$ cat src/design/b64d_pkg.sv
`default_nettype none
// ----------------------------------------------------------------------------
// b64d_pkg
// Shared types, constants and the symbol lookup of the base64 stream decoder.
// ----------------------------------------------------------------------------
package b64d_pkg;

    localparam int unsigned QUEUE_DEPTH = 4;

    localparam logic [15:0] CAP_RESET = 16'hFFFF;

    localparam logic [1:0] STATUS_OK         = 2'd0;
    localparam logic [1:0] STATUS_BAD_SYMBOL = 2'd1;
    localparam logic [1:0] STATUS_FULL       = 2'd2;

    // bit 6 is the valid flag, bits 5..0 the value
    localparam logic [6:0] SYM_VALID_ZERO = 7'h40;
    localparam logic [6:0] SYM_NONE       = 7'h00;

    localparam logic [5:0] SYM_LOWER_BASE = 6'd26;
    localparam logic [5:0] SYM_DIGIT_BASE = 6'd52;
    localparam logic [5:0] SYM_PLUS       = 6'd62;
    localparam logic [5:0] SYM_SLASH      = 6'd63;

    typedef struct packed {
        logic [7:0] enc_char;
        logic       end_of_message;
    } item_t;

    typedef struct packed {
        logic [7:0]  out_byte;
        logic        byte_present;
        logic [1:0]  status;
        logic        last;
        logic        message_end;
        logic [15:0] written_count;
    } result_t;

    // one checked group: nbytes of zero means an error transaction
    typedef struct packed {
        logic [7:0]  byte0;
        logic [7:0]  byte1;
        logic [7:0]  byte2;
        logic [1:0]  nbytes;
        logic [1:0]  status;
        logic        eom;
        logic [15:0] base_count;
    } job_t;

    typedef struct packed {
        logic valid;
        job_t job;
    } job_head_t;

    function automatic logic [6:0] symbol_of(input logic [7:0] ch);
        logic [7:0] ofs;
        logic [6:0] sym;
        begin
            sym = SYM_NONE;
            ofs = 8'd0;
            if (ch >= "A" && ch <= "Z")
            begin
                ofs = ch - 8'(int'("A"));
                sym = {1'b1, ofs[5:0]};
            end
            else if (ch >= "a" && ch <= "z")
            begin
                ofs = ch - 8'(int'("a"));
                sym = {1'b1, ofs[5:0] + SYM_LOWER_BASE};
            end
            else if (ch >= "0" && ch <= "9")
            begin
                ofs = ch - 8'(int'("0"));
                sym = {1'b1, ofs[5:0] + SYM_DIGIT_BASE};
            end
            else if (ch == "+")
            begin
                sym = {1'b1, SYM_PLUS};
            end
            else if (ch == "/")
            begin
                sym = {1'b1, SYM_SLASH};
            end
            return sym;
        end
    endfunction

endpackage
`default_nettype wire

$ cat src/design/b64d_queue.sv
`default_nettype none
// ----------------------------------------------------------------------------
// b64d_queue
// Small job queue between the group checker and the result serializer.
// ----------------------------------------------------------------------------
module b64d_queue #(
    parameter int unsigned DEPTH = 4
) (
    input  wire                    clk,
    input  wire                    rst_n,
    input  wire                    enq,
    input  wire  b64d_pkg::job_t   enq_job,
    output logic                   full,
    output b64d_pkg::job_head_t    head,
    input  wire                    deq
);
    import b64d_pkg::*;

    localparam int unsigned PW = (DEPTH > 1) ? $clog2(DEPTH) : 1;
    localparam int unsigned CW = $clog2(DEPTH + 1);
    localparam logic [PW-1:0] LAST_PTR = PW'(DEPTH - 1);
    localparam logic [CW-1:0] FULL_CNT = CW'(DEPTH);

    job_t          entries [DEPTH];
    logic [PW-1:0] wr_ptr_reg, wr_ptr_next;
    logic [PW-1:0] rd_ptr_reg, rd_ptr_next;
    logic [CW-1:0] cnt_reg, cnt_next;

    assign full       = (cnt_reg == FULL_CNT);
    assign head.valid = (cnt_reg != '0);
    assign head.job   = entries[rd_ptr_reg];

    always_comb
    begin
        wr_ptr_next = wr_ptr_reg;
        rd_ptr_next = rd_ptr_reg;
        cnt_next    = cnt_reg;
        if (enq)
        begin
            wr_ptr_next = (wr_ptr_reg == LAST_PTR) ? '0 : wr_ptr_reg + 1'b1;
        end
        if (deq)
        begin
            rd_ptr_next = (rd_ptr_reg == LAST_PTR) ? '0 : rd_ptr_reg + 1'b1;
        end
        if (enq && !deq)
        begin
            cnt_next = cnt_reg + 1'b1;
        end
        else if (!enq && deq)
        begin
            cnt_next = cnt_reg - 1'b1;
        end
    end

    always_ff @(posedge clk or negedge rst_n)
    begin
        if (!rst_n)
        begin
            wr_ptr_reg <= '0;
            rd_ptr_reg <= '0;
            cnt_reg    <= '0;
        end
        else
        begin
            wr_ptr_reg <= wr_ptr_next;
            rd_ptr_reg <= rd_ptr_next;
            cnt_reg    <= cnt_next;
        end
    end

    always_ff @(posedge clk)
    begin
        if (enq)
        begin
            entries[wr_ptr_reg] <= enq_job;
        end
    end

endmodule
`default_nettype wire

$ cat src/design/b64d_front.sv
`default_nettype none
// ----------------------------------------------------------------------------
// b64d_front
// Accepts characters, gathers groups of up to four, checks their symbols and
// the capacity, and hands the decoded group to the job queue.
// ----------------------------------------------------------------------------
module b64d_front (
    input  wire                  clk,
    input  wire                  rst_n,
    input  wire                  push,
    input  wire  b64d_pkg::item_t item,
    input  wire                  q_full,
    output logic                 full,
    input  wire                  cfg_write_en,
    input  wire  [15:0]          cfg_write_data,
    output logic                 enq,
    output b64d_pkg::job_t       enq_job
);
    import b64d_pkg::*;

    logic [15:0] cap_reg, cap_next;
    logic [1:0]  phase_reg, phase_next;
    logic [6:0]  held_reg [3];
    logic [15:0] emitted_reg, emitted_next;
    logic        skip_reg, skip_next;

    logic        fire;
    logic        eom;
    logic        group_done;
    logic [6:0]  cur;
    logic [6:0]  s0, s1, s2, s3;
    logic        c_ok, d_ok;
    logic        bad_sym, no_room;
    logic        c_room, d_room;
    logic [16:0] used_after_c;
    logic [7:0]  b0, b1, b2;
    logic [1:0]  nbytes;

    assign full = q_full;
    assign fire = push && !q_full;
    assign eom  = item.end_of_message;
    assign cur  = symbol_of(item.enc_char);
    assign group_done = (phase_reg == 2'd3) || eom;

    always_comb
    begin
        s0 = (phase_reg == 2'd0) ? cur : held_reg[0];
        if (phase_reg == 2'd1)
        begin
            s1 = cur;
        end
        else if (phase_reg == 2'd0)
        begin
            s1 = SYM_VALID_ZERO;
        end
        else
        begin
            s1 = held_reg[1];
        end
        if (phase_reg == 2'd2)
        begin
            s2 = cur;
        end
        else if (phase_reg == 2'd3)
        begin
            s2 = held_reg[2];
        end
        else
        begin
            s2 = SYM_NONE;
        end
        s3 = (phase_reg == 2'd3) ? cur : SYM_NONE;
    end

    assign c_ok    = s2[6];
    assign d_ok    = s3[6];
    assign bad_sym = !s0[6] || !s1[6];
    assign no_room = (emitted_reg >= cap_reg);

    assign b0 = {s0[5:0], s1[5:4]};
    assign b1 = {s1[3:0], (c_ok ? s2[5:2] : 4'd0)};
    assign b2 = {(c_ok ? s2[1:0] : 2'd0), (d_ok ? s3[5:0] : 6'd0)};

    assign c_room       = c_ok && (({1'b0, emitted_reg} + 17'd1) < {1'b0, cap_reg});
    assign used_after_c = {1'b0, emitted_reg} + (c_room ? 17'd2 : 17'd1);
    assign d_room       = d_ok && (used_after_c < {1'b0, cap_reg});

    always_comb
    begin
        case ({c_room, d_room})
            2'b11:   nbytes = 2'd3;
            2'b10:   nbytes = 2'd2;
            2'b01:   nbytes = 2'd2;
            default: nbytes = 2'd1;
        endcase
    end

    assign enq = fire && !skip_reg && group_done;

    always_comb
    begin
        enq_job.byte0      = b0;
        enq_job.byte1      = c_room ? b1 : b2;
        enq_job.byte2      = b2;
        enq_job.eom        = eom;
        enq_job.base_count = emitted_reg;
        if (bad_sym)
        begin
            enq_job.nbytes = 2'd0;
            enq_job.status = STATUS_BAD_SYMBOL;
        end
        else if (no_room)
        begin
            enq_job.nbytes = 2'd0;
            enq_job.status = STATUS_FULL;
        end
        else
        begin
            enq_job.nbytes = nbytes;
            enq_job.status = STATUS_OK;
        end
    end

    always_comb
    begin
        cap_next     = cfg_write_en ? cfg_write_data : cap_reg;
        phase_next   = phase_reg;
        emitted_next = emitted_reg;
        skip_next    = skip_reg;
        if (fire)
        begin
            if (skip_reg)
            begin
                if (eom)
                begin
                    phase_next   = 2'd0;
                    emitted_next = '0;
                    skip_next    = 1'b0;
                end
            end
            else if (!group_done)
            begin
                phase_next = phase_reg + 2'd1;
            end
            else
            begin
                phase_next = 2'd0;
                if (eom)
                begin
                    emitted_next = '0;
                    skip_next    = 1'b0;
                end
                else if (bad_sym || no_room)
                begin
                    skip_next = 1'b1;
                end
                else
                begin
                    emitted_next = emitted_reg + {14'd0, nbytes};
                end
            end
        end
    end

    always_ff @(posedge clk or negedge rst_n)
    begin
        if (!rst_n)
        begin
            cap_reg     <= CAP_RESET;
            phase_reg   <= 2'd0;
            emitted_reg <= '0;
            skip_reg    <= 1'b0;
        end
        else
        begin
            cap_reg     <= cap_next;
            phase_reg   <= phase_next;
            emitted_reg <= emitted_next;
            skip_reg    <= skip_next;
        end
    end

    // held symbols are always rewritten before they are read
    always_ff @(posedge clk)
    begin
        if (fire && !skip_reg && !group_done)
        begin
            held_reg[phase_reg] <= cur;
        end
    end

endmodule
`default_nettype wire

$ cat src/design/b64d_back.sv
`default_nettype none
// ----------------------------------------------------------------------------
// b64d_back
// Turns queued group jobs into result transactions through an output
// register, one per cycle while that register is empty or popped.
// ----------------------------------------------------------------------------
module b64d_back (
    input  wire                      clk,
    input  wire                      rst_n,
    input  wire  b64d_pkg::job_head_t head,
    output logic                     deq,
    output logic                     empty,
    input  wire                      pop,
    output b64d_pkg::result_t        result
);
    import b64d_pkg::*;

    logic     out_valid_reg, out_valid_next;
    result_t  out_data_reg;
    logic [1:0] idx_reg, idx_next;

    logic     can_load;
    logic     take;
    logic     is_err;
    logic     is_last;
    result_t  res;

    assign can_load = !out_valid_reg || pop;
    assign take     = head.valid && can_load;
    assign is_err   = (head.job.nbytes == 2'd0);
    assign is_last  = is_err || (idx_reg == (head.job.nbytes - 2'd1));
    assign deq      = take && is_last;

    always_comb
    begin
        res.last = 1'b1;
        if (is_err)
        begin
            res.out_byte      = 8'd0;
            res.byte_present  = 1'b0;
            res.status        = head.job.status;
            res.message_end   = 1'b1;
            res.written_count = head.job.base_count;
        end
        else
        begin
            case (idx_reg)
                2'd0:    res.out_byte = head.job.byte0;
                2'd1:    res.out_byte = head.job.byte1;
                default: res.out_byte = head.job.byte2;
            endcase
            res.byte_present  = 1'b1;
            res.status        = STATUS_OK;
            res.last          = is_last;
            res.message_end   = is_last && head.job.eom;
            res.written_count = head.job.base_count + {14'd0, idx_reg} + 16'd1;
        end
    end

    always_comb
    begin
        out_valid_next = out_valid_reg;
        idx_next       = idx_reg;
        if (take)
        begin
            out_valid_next = 1'b1;
            idx_next       = is_last ? 2'd0 : idx_reg + 2'd1;
        end
        else if (pop)
        begin
            out_valid_next = 1'b0;
        end
    end

    always_ff @(posedge clk or negedge rst_n)
    begin
        if (!rst_n)
        begin
            out_valid_reg <= 1'b0;
            idx_reg       <= 2'd0;
        end
        else
        begin
            out_valid_reg <= out_valid_next;
            idx_reg       <= idx_next;
        end
    end

    always_ff @(posedge clk)
    begin
        if (take)
        begin
            out_data_reg <= res;
        end
    end

    assign empty  = !out_valid_reg;
    assign result = out_data_reg;

endmodule
`default_nettype wire

$ cat src/design/base64_stream_decoder.sv
`default_nettype none
// ----------------------------------------------------------------------------
// base64_stream_decoder
// Base64 decoder for a character stream, one character per transaction and
// up to three decoded bytes per completed group.
// ----------------------------------------------------------------------------
// path: a character that closes a group writes its job into the job queue,
//   and the first result is loaded into the output register once that is free
// throughput: one character per cycle unless full; results leave the serializer at
//   one per cycle, so a stalled result side fills the job queue and raises full
// reset: message state and job queue cleared, out_capacity back to 65535
// ----------------------------------------------------------------------------
module base64_stream_decoder #(
    parameter int unsigned QUEUE_DEPTH = b64d_pkg::QUEUE_DEPTH
) (
    input  wire                   clk,
    input  wire                   rst_n,
    input  wire                   push,
    output logic                  full,
    input  wire  b64d_pkg::item_t item,
    output logic                  empty,
    input  wire                   pop,
    output b64d_pkg::result_t     result,
    input  wire                   cfg_write_en,
    input  wire  [15:0]           cfg_write_data
);
    import b64d_pkg::*;

    logic      q_full;
    logic      enq;
    job_t      enq_job;
    job_head_t head;
    logic      deq;

    b64d_front u_front (
        .clk            (clk),
        .rst_n          (rst_n),
        .push           (push),
        .item           (item),
        .q_full         (q_full),
        .full           (full),
        .cfg_write_en   (cfg_write_en),
        .cfg_write_data (cfg_write_data),
        .enq            (enq),
        .enq_job        (enq_job)
    );

    b64d_queue #(
        .DEPTH (QUEUE_DEPTH)
    ) u_queue (
        .clk     (clk),
        .rst_n   (rst_n),
        .enq     (enq),
        .enq_job (enq_job),
        .full    (q_full),
        .head    (head),
        .deq     (deq)
    );

    b64d_back u_back (
        .clk    (clk),
        .rst_n  (rst_n),
        .head   (head),
        .deq    (deq),
        .empty  (empty),
        .pop    (pop),
        .result (result)
    );

endmodule
`default_nettype wire

$ cat config.mk
export PLATFORM = sky130hd
export DESIGN_NAME = base64_stream_decoder
export DESIGN_NICKNAME = d
export VERILOG_FILES = /design/src/design/b64d_pkg.sv /design/src/design/b64d_queue.sv /design/src/design/b64d_front.sv /design/src/design/b64d_back.sv /design/src/design/base64_stream_decoder.sv
export SDC_FILE = /design/constraint.sdc
export NUM_CORES = 1
export LEC_CHECK = 0
export BUFFER_PORTS_ARGS = -buffer_cell sky130_fd_sc_hd__buf_2
export CAP_MARGIN = 20
export CORE_ASPECT_RATIO = 0.8
export CORE_MARGIN = 5
export CORE_UTILIZATION = 30
export CTS_BUF_LIST = sky130_fd_sc_hd__clkbuf_8
export CTS_CLUSTER_DIAMETER = 200
export CTS_CLUSTER_SIZE = 40
export DETAILED_ROUTE_END_ITERATION = 8
export SYNTH_ARGS = -nofsm -noshare
export SYNTH_HDL_FRONTEND = slang
export SYNTH_SLANG_ARGS = --single-unit
$ cat constraint.sdc
create_clock -name clk -period 16.2 [get_ports clk]
set_input_delay 0 -clock clk [delete_from_list [all_inputs] [get_ports clk]]
set_output_delay 0 -clock clk [all_outputs]
set_load 0.02 [all_outputs]
==> reports/summary.txt, run 1 <==
Dpl cells: 1,588
Crit start category: register
Leakage Power: 5.66 nW
Fin crit share: 46.6%
Die Area: 0.0488 mm2
Min Tclk post-route: 7560 ps
CP max FO: 18
Avg Synthesized Cell Area: 13.9 um2
Final HPWL DP: 20,400 um
Post-Route WL: 29,200 um
Total core area: 0.0442 mm2
Largest net degree at the start of global routing: 48
Layout cell share with drive strength beyond 1: 16.1%
GRT Total Usage: 11.9%
Antenna cells: 0
Final GP Congestion: 0.862
Critical Path AT: 8030 ps
Gate power share: 38.2%
Final Core Density: 33.9%
WP data required: 16,680 ps
Cell mode on critical path: a21o_1
Synth Area in Compound Gates: 8.37%
Root buf cell: clkbuf_8
Reg clk slew, reported paths: 230 ps
Clock power share: 12.5%
Main synth FF type: edfxtp_1
Hold Crit Class: in2reg
Die H: 199 um
Seq pwr share: 49.3%
Post-Synth Adder-Cell Area: 7.83%
Internal Power: 0.00133 W
First-pass GRT wire length: 46,500 um
Number of global-route vias before repair: 7,930
Detailed-router iteration count before antenna repair: 5
Fill count: 4,354
VDD IR max: 0.0684 mV
Area of the multi-input gates: 0.00492 mm2
Die width: 246 um
# clock sinks: 275
Post-route ant nets: 0
Post-Synth XOR/XNOR Area: 3.29%
Post-route DRC: 0
Max-cap violation count: 0
Layout area overhead: 12.4%
Fin nets: 1,159
Setup Skew: 25.7 ps
Register area share after synthesis: 60.4%
Io pins: 61
Pwr Density: 137 mW/mm2
Post-Syn Area: 0.0133 mm2
FF-to-FF Start: u_front.emitted_reg[2]$_DFFE_PN0P_
CTS tree: built
Main combinational cell family by area after synthesis: multiplexers
Via-per-instance ratio: 4.78
Setup TNS: 0 ps
Post-CTS setup buffers: 0
Max reg flops: 180
RSZ-0062 raised after global routing: false
Num CTS Buffers: 10
Worst Setup End Kind: register
Fmax achieved: 132 MHz
Initial antenna violation count: 1
Multiplexer area fraction after synthesis: 9.03%
Layout Cells excl Fill: 1,655
Slew Viols, Final: 0
Final setup fails: 0
Synth Area in Simple Gates: 8.25%
Hold Crit Start: item[3]
Mean routed wirelength per cell: 17.7 um
Crit path launch: u_front.emitted_reg[2]$_DFFE_PN0P_
Final Hold Fails: 0
Async set-reset flop share out of synthesis: 16.4%
Post-synth EDFFs: 230
Seq. cell area: 0.00806 mm2
Yosys warnings: 0
Bufs on Longest Clock Path: 3
Tightest Pin Transition: 944 ps
Port buffer count: 60
Via count: 7,915
Synth cell types: 63
Max_slew headroom: 36.9%
H-tree Lvls: 1
Slowest stage cell, crit path: dfrtp_1
CP Class: reg2reg
Cell Rows: 69
Status: finished, final reports clean
Pwr Total: 0.00206 W
Crit path largest cell delay: 790 ps
Sw Share: 35.3%
Cell count after synthesis: 957
Initial core utilization: 30.1%
Drt first-iter violations: 706
Worst-Skew Late Latency: 550 ps
Syn nets: 1,068
Switching power total: 0.000726 W
Grt ovf: 0
Register bit total from synthesis: 275
==> cell families after synthesis <==
| logic type | count (synthesis) |
|---|---|
| multiplexers | 62 |
| AND/OR/NAND/NOR | 229 |
| flip-flops | 275 |
| buffers and inverters | 93 |
| adder cells (fa/ha/maj) | 81 |
| AO/OA/AOI/OAI | 167 |
| XOR/XNOR | 50 |
==> final timing paths <==
check                                                      endpoint  slack, ps  cells past startpoint
worst min-delay path               u_front.held_reg[2][2]$_DFFE_PP_         60                      4
min in group asynchronous       u_front.emitted_reg[14]$_DFFE_PN0P_         70                      3
worst max register to register  u_front.emitted_reg[14]$_DFFE_PN0P_       8640                     32
worst min register to register       u_queue.cnt_reg[2]$_DFFE_PN0P_        510                      1
max in group asynchronous         u_queue.rd_ptr_reg[0]$_DFFE_PN0P_      15690                      3
worst max-delay path            u_front.emitted_reg[14]$_DFFE_PN0P_       8640                     32
==> routing by layer <==
metal / wire length [um] / global-route usage, % / vias to the layer above
li1: - / - / 3757
met1: 14600 / 18.7 / 3927
met5: 7 / 0 / -
met2: 12700 / 18.0 / 214
met3: 1710 / 1.92 / 15
met4: 214 / 1.03 / 2
==> synth_stat cells, types with 20 or more instances <==
cell type	count	area share, %
edfxtp_1	230	52
inv_1	51	1.4
a21oi_1	27	1.0
a21o_1	20	1.1
xnor2_1	27	1.8
o21ai_0	46	1.7
dfrtp_1	29	5.4
nor2_1	56	1.6
mux4_2	45	7.6
ha_1	77	7.2
xor2_1	23	1.5
clkbuf_1	23	0.65
nand2_1	72	2.0
==> area by class of cell <==
| type | count | share of cell area, % |
|---|---|---|
| Clock buffer | 11 | 1.01 |
| Clock inverter | 5 | 0.150 |
| Inverter | 52 | 1.30 |
| Multi-Input combinational cell | 589 | 32.8 |
| Sequential cell | 275 | 53.8 |
| Tap cell | 603 | 5.04 |
| Timing Repair Buffer | 120 | 5.86 |
==> per-stage QoR <==
step	hold slack, ps	setup slack (ps)	cell area [um2]
4_1_cts	26.0	8640	15000
2_1_floorplan	-296	9700	13300
6_report	64.6	8640	15000
3_5_place_dp	156	8680	14300
3_3_place_gp	153	8810	14300
5_1_grt	55.9	7950	15000
==> worst max-delay path: cells and delay by family, from the launching register on <==
kind,cells,cell delay (ps)
flip-flops,1,790
buffers and inverters,3,240
adder cells (fa/ha/maj),6,1770
XOR/XNOR,2,330
AND/OR/NAND/NOR,8,1880
AO/OA/AOI/OAI,13,2450
==> cells in the final DEF, fill, tap and decap left out, types with 5 or more instances in the layout <==
master,instances
a22oi_1,11
mux4_2,45
ha_1,77
nor3_1,8
a211o_1,6
mux2_1,7
dfrtp_1,27
dlygate4sd3_1,51
dfstp_2,16
edfxtp_1,230
o22ai_1,6
o21ai_0,46
nand2_1,72
a21o_1,20
inv_1,55
nor2b_1,8
xor2_1,23
nor2_1,56
a211oi_1,7
buf_2,60
and3_1,11
and2_1,12
o211ai_1,6
nand2b_1,5
clkbuf_8,11
nand4_1,13
nand3_1,19
a22o_1,15
mux2_2,9
a21oi_1,27
buf_4,9
xnor2_1,27
==> power by group through the flow <==
stage               clock network [W]  registers (W)  logic (W)
floorplan                           0        0.00105   0.000524
global placement                    0        0.00103   0.000771
detailed placement                  0        0.00103   0.000780
CTS                          0.000268        0.00102   0.000795
global route                 0.000293        0.00103   0.000872
finish                       0.000257        0.00101   0.000785
==> repair_timing <==
action	in CTS	in global routing
hold endpoints to repair	71	0
hold buffers	51	0
gates resized for setup	0	0
(Power assumes the default switching activity.)
==> run 2: changes to the inputs <==
==> constraint.sdc (replaced) <==
create_clock -name clk -period 7.9 [get_ports clk]
set_input_delay 0 -clock clk [delete_from_list [all_inputs] [get_ports clk]]
set_output_delay 0 -clock clk [all_outputs]
set_load 0.02 [all_outputs]
==> reports/summary.txt, run 2 (synthesis gave the netlist of run 1 again) <==
Worst Setup End Kind: register
WP data required: 8410 ps (-8270 ps)
CP Class: reg2reg
Post-route ant nets: 0 (unchanged)
Seq. cell area: 0.00806 mm2 (about the same)
Max_slew headroom: 37.8% (+0.86 points)
Crit start category: register
Min Tclk post-route: 7340 ps (-218 ps)
Final HPWL DP: 20,400 um (about the same)
Fill count: 4,338 (-0.37%)
DP Area: 0.0143 mm2 (+0.31%)
Cell mode on critical path: a21o_1
Initial antenna violation count: 1 (unchanged)
Post-route DRC: 0 (unchanged)
Setup Skew: 39.9 ps (+14.2 ps)
Tightest Pin Transition: 925 ps (-18.6 ps)
Drt first-iter violations: 641 (-9.2%)
Final Hold Fails: 0 (unchanged)
Leakage Power: 5.69 nW (+0.56%)
Max reg flops: 180 (unchanged)
First-pass GRT wire length: 46,600 um (+0.27%)
Critical Path AT: 7840 ps (-190 ps)
Clock power share: 12.6% (about the same)
GRT Total Usage: 11.9% (+0.075 points)
Worst-Skew Late Latency: 570 ps (+20 ps)
Via-per-instance ratio: 4.82 (+0.88%)
VDD IR max: 0.141 mV (+110%)
Reg clk slew, reported paths: 250 ps (+20 ps)
CTS tree: built
Gate power share: 38.7% (+0.5 points)
Layout area overhead: 12.8%
Final setup fails: 0 (unchanged)
FF-to-FF End: u_front.emitted_reg[14]$_DFFE_PN0P_
Mean routed wirelength per cell: 17.7 um (+0.31%)
RSZ-0062 raised after global routing: false
Cell Rows: 69 (unchanged)
Post-route cell area: 0.0150 mm2 (+0.40%)
Layout cell share with drive strength beyond 1: 16.7% (+0.65 points)
Crit path largest cell delay: 580 ps (-210 ps)
Status: finished, final reports clean
Dpl cells: 1,594 (+0.38%)
Final GP Congestion: 0.836 (-3.0%)
Bufs on Longest Clock Path: 3 (unchanged)
Seq pwr share: 48.7% (-0.6 points)
Fmax achieved: 136 MHz (+3.0%)
Largest net degree at the start of global routing: 46 (-4.2%)
Sw Share: 35.3% (-0.052 points)
Via count: 8,023 (+1.4%)
Die H: 199 um (unchanged)
Die Area: 0.0488 mm2 (unchanged)
Initial core utilization: 30.1% (unchanged)
Slowest stage cell, crit path: dfrtp_2
Grt ovf: 0 (unchanged)
Fin crit share: 92.9% (+46 points)
Layout Cells excl Fill: 1,663 (+0.48%)
Pwr Density: 281 mW/mm2 (+100%)
Total core area: 0.0442 mm2 (unchanged)
Reg-to-reg slack, setup: 560 ps (-8080 ps)
Io pins: 61 (unchanged)
Commonest non-fill, non-tap cell in the layout: edfxtp_1
H-tree Lvls: 1 (unchanged)
Die width: 246 um (unchanged)
# clock sinks: 275 (unchanged)
Register-to-Register Path Depth: 32 (unchanged)
FF-to-FF Start: u_front.emitted_reg[5]$_DFFE_PN0P_
Port buffer count: 60 (unchanged)
Internal Power: 0.00273 W (+110%)
CP max FO: 15 (-3)
Number of global-route vias before repair: 8,038 (+1.4%)
Detailed-router iteration count before antenna repair: 5 (unchanged)
Most frequent cells in the layout: edfxtp_1, ha_1, nand2_1
Switching power total: 0.00149 W (+100%)
Post-Route WL: 29,400 um (+0.79%)
Setup TNS: 0 ps (unchanged)
Root buf cell: clkbuf_8
Max-cap violation count: 0 (unchanged)
Area of the multi-input gates: 0.00492 mm2 (unchanged)
Hold Crit Class: in2async
Num CTS Buffers: 10 (unchanged)
Fin nets: 1,166 (+0.60%)
Slew Viols, Final: 0 (unchanged)
[run 2: cell count changes in the layout (fill, tap and decap cells not counted)]
| cell | before | now |
|---|---|---|
| buf_4 | 9 | 15 |
| dfrtp_1 | 27 | 25 |
| dfrtp_2 | 2 | 4 |
| diode_2 | 0 | 1 |
| dlygate4sd3_1 | 51 | 52 |
[run 2: routing by layer]
metal | vias up | wire length, um | global-route usage (%)
li1 | 3777 | - | -
met1 | 4039 | 15000 | 18.8
met2 | 188 | 12600 | 18.0
met3 | 17 | 1560 | 1.89
met4 | 2 | 284 | 1.40
met5 | - | 11 | 0
[run 2: worst max-delay path by stage]
stage	to	start	slack (ps)
2_1_floorplan	u_front.emitted_reg[14]$_DFFE_PN0P_	u_front.emitted_reg[5]$_DFFE_PN0P_	1400
5_1_grt	u_front.emitted_reg[8]$_DFFE_PN0P_	u_front.emitted_reg[5]$_DFFE_PN0P_	8
3_3_place_gp	u_front.emitted_reg[14]$_DFFE_PN0P_	u_front.emitted_reg[5]$_DFFE_PN0P_	740
4_1_cts	u_front.emitted_reg[14]$_DFFE_PN0P_	u_front.emitted_reg[5]$_DFFE_PN0P_	400
6_report	u_front.emitted_reg[14]$_DFFE_PN0P_	u_front.emitted_reg[5]$_DFFE_PN0P_	560
3_5_place_dp	u_front.emitted_reg[14]$_DFFE_PN0P_	u_front.emitted_reg[5]$_DFFE_PN0P_	410
[run 2: power by group through the flow]
stage / clock network (W) / logic [W] / registers, W
6_report: 0.000532 / 0.00163 / 0.00206
5_1_grt: 0.000607 / 0.00182 / 0.00209
4_1_cts: 0.000557 / 0.00166 / 0.00206
3_5_place_dp: 0 / 0.00163 / 0.00210
3_3_place_gp: 0 / 0.00161 / 0.00209
2_1_floorplan: 0 / 0.00107 / 0.00215
[run 2: critical path: cells and delay by family (launching register included)]
family | cells | cell delay, ps
AOI/OAI and AO/OA | 13 | 2540
xor gates and xnor gates | 2 | 320
buffers and inverters | 3 | 240
DFF | 1 | 580
and+or+nand+nor | 8 | 1840
adders and majority gates | 6 | 1780
[run 2: final cells by class]
class | count | area share, %
inverter | 52 | 1.30
antenna | 1 | 0.0166
multi-input combinational | 589 | 32.7
tap | 603 | 5.02
sequential | 275 | 53.6
clock inverter | 5 | 0.150
clock buffer | 11 | 1.01
timing repair buffer | 127 | 6.21
[run 2: through the flow]
stage / worst slack (ps) / power [W] / util [%] / hold WS, ps
after floorplan: 1400 / 0.00322 / - / -296
after global placement: 743 / 0.00369 / 32.4 / 155
after detailed placement: 408 / 0.00372 / 32.4 / 165
after CTS: 399 / 0.00428 / 34.0 / 32.8
after global routing: 8.45 / 0.00452 / 34.0 / 71.1
final: 561 / 0.00422 / 34.0 / 40.3
[run 2: timing repair]
action,CTS,global route
resized for setup,0,2
buffers inserted,0,0
setup endpoints to repair,0,5
hold buffers,52,0
hold endpoints to repair,72,0
==> run 3: changes to the inputs <==
--- a/config.mk
+++ b/config.mk
@@ -7,8 +7,7 @@
 export LEC_CHECK = 0
 export BUFFER_PORTS_ARGS = -buffer_cell sky130_fd_sc_hd__buf_2
 export CAP_MARGIN = 20
-export CORE_ASPECT_RATIO = 0.8
-export CORE_MARGIN = 5
+export CORE_ASPECT_RATIO = 0.7
 export CORE_UTILIZATION = 30
 export CTS_BUF_LIST = sky130_fd_sc_hd__clkbuf_8
 export CTS_CLUSTER_DIAMETER = 200
==> reports/summary.txt, run 3 (synthesis gave the netlist of run 1 again) <==
Total core area: 0.0437 mm2 (-1.1%)
Initial core utilization: 30.5% (+0.33 points)
CP max FO: 12 (-3)
Max_slew headroom: 36.0% (-1.8 points)
Grt ovf: 0 (unchanged)
Final Hold Fails: 0 (unchanged)
Fill count: 4,286 (-1.2%)
Max-cap violation count: 0 (unchanged)
Layout cell share with drive strength beyond 1: 17.0% (+0.25 points)
Slew Viols, Final: 0 (unchanged)
First-pass GRT wire length: 46,700 um (+0.28%)
Via count: 8,091 (+0.85%)
Detailed-router iteration count before antenna repair: 5 (unchanged)
Final setup fails: 0 (unchanged)
VDD IR max: 0.185 mV (+31%)
Min Tclk post-route: 7240 ps (-96.8 ps)
WP data required: 8410 ps (about the same)
Root buf cell: clkbuf_8
Layout Cells excl Fill: 1,655 (-0.48%)
Status: finished, final reports clean
Setup Skew: 26.0 ps (-13.8 ps)
Cell mode on critical path: a21o_1
GRT Total Usage: 13.4% (+1.5 points)
Fin crit share: 91.7% (-1.2 points)
Post-Route WL: 30,000 um (+2.0%)
Setup TNS: 0 ps (unchanged)
Mean routed wirelength per cell: 18.1 um (+2.5%)
# clock sinks: 275 (unchanged)
Number of global-route vias before repair: 7,875 (-2.0%)
Largest net degree at the start of global routing: 48 (+4.3%)
Drt first-iter violations: 666 (+3.9%)
FF-to-FF Start: u_front.emitted_reg[4]$_DFFE_PN0P_
Dpl cells: 1,587 (-0.44%)
Bufs on Longest Clock Path: 3 (unchanged)
Leakage Power: 5.70 nW (+0.18%)
Layout area overhead: 12.9% (about the same)
Worst-Skew Late Latency: 570 ps (about the same)
CP bufs+invs: 4 (+1)
Die H: 178 um (-10%)
Slowest stage cell, crit path: dfrtp_1
Worst Setup End Kind: register
Port buffer count: 60 (unchanged)
Pwr Density: 283 mW/mm2 (+0.76%)
Post-route DRC: 0 (unchanged)
RSZ-0062 raised after global routing: false
Reg clk slew, reported paths: 250 ps (about the same)
Max reg flops: 180 (unchanged)
Fmax achieved: 138 MHz (+1.3%)
Final GP Congestion: 0.804 (-3.8%)
Final HPWL DP: 20,800 um (+1.7%)
Antenna cells: 0 (-1)
Cell Rows: 64 (-7.2%)
Hold Crit Class: in2async
Delay-heaviest family, CP: compound AO/OA/AOI/OAI gates
Critical Path AT: 7750 ps (-90 ps)
Crit path largest cell delay: 590 ps (about the same)
CTS tree: built
Die Area: 0.0453 mm2 (-7.1%)
CP Class: reg2reg
Via-per-instance ratio: 4.89 (+1.3%)
H-tree Lvls: 1 (unchanged)
Register-to-Register Path Depth: 31 (-3.1%)
Reg-to-reg slack, setup: 660 ps (+100 ps)
Final Core Density: 34.4% (+0.39 points)
Post-route ant nets: 0 (unchanged)
Initial antenna violation count: 1 (unchanged)
Crit start category: register
Commonest non-fill, non-tap cell in the layout: edfxtp_1
Fin nets: 1,168 (+0.17%)
Num CTS Buffers: 10 (unchanged)
Tightest Pin Transition: 957 ps (+32.1 ps)
Io pins: 61 (unchanged)
Most frequent cells in the layout: edfxtp_1, ha_1, nand2_1
FF-to-FF End: u_front.emitted_reg[14]$_DFFE_PN0P_
Die width: 254 um (+3.4%)
==> run 3: area by class of cell <==
cell class	count	area [um2]	area share, %
flip-flops and latches	275	8060	53.6
well taps	594	743	4.94
inverters	52	195	1.30
multi-input cells	589	4920	32.7
clock buffers	11	151	1.01
clock inverters	5	22.5	0.150
repair buffers	129	948	6.30
==> run 3: worst max path at each step <==
stage / from / to / cells after the start
floorplan: u_front.emitted_reg[5]$_DFFE_PN0P_ / u_front.emitted_reg[14]$_DFFE_PN0P_ / 35
global placement: u_front.emitted_reg[5]$_DFFE_PN0P_ / u_front.emitted_reg[14]$_DFFE_PN0P_ / 31
detailed placement: u_front.emitted_reg[5]$_DFFE_PN0P_ / u_front.emitted_reg[14]$_DFFE_PN0P_ / 32
CTS: u_front.emitted_reg[5]$_DFFE_PN0P_ / u_front.emitted_reg[14]$_DFFE_PN0P_ / 32
global route: u_front.emitted_reg[5]$_DFFE_PN0P_ / u_front.emitted_reg[14]$_DFFE_PN0P_ / 32
finish: u_front.emitted_reg[4]$_DFFE_PN0P_ / u_front.emitted_reg[14]$_DFFE_PN0P_ / 31
==> run 3: worst min-delay path: stages <==
cell	delay (ps)
dlygate4sd3_1	510
buf_2	90
buf_4	520
==> run 3: timing repair <==
item | CTS | global route
gates resized for setup | 0 | 3
setup buffers | 0 | 0
endpoints found under the setup margin | 0 | 4
hold endpoints to repair | 72 | 0
hold buffers | 52 | 0
==> run 3: layer usage <==
layer	global-route usage (%)	vias up	part of all wire (%)
met5	0	-	0.043
met4	1.28	2	0.65
met3	2.16	18	6.1
met2	18.7	214	40
met1	22.1	4074	53
li1	-	3783	-
==> run 3: power by group <==
part,switching [W],internal [W],leakage [nW]
clock,0.000410,0.000131,0.101
sequential,0.000132,0.00193,2.71
combinational,0.000975,0.000672,2.89
==> run 3: per-stage QoR <==
stage / setup slack (ps) / hold slack [ps] / area, um2 / power (W)
2_1_floorplan: 1400 / -296 / 13300 / 0.00322
3_3_place_gp: 724 / 158 / 14300 / 0.00370
3_5_place_dp: 499 / 161 / 14300 / 0.00373
4_1_cts: 486 / 24.1 / 15000 / 0.00429
5_1_grt: 84.4 / 69.2 / 15000 / 0.00452
6_report: 658 / 36.2 / 15000 / 0.00426
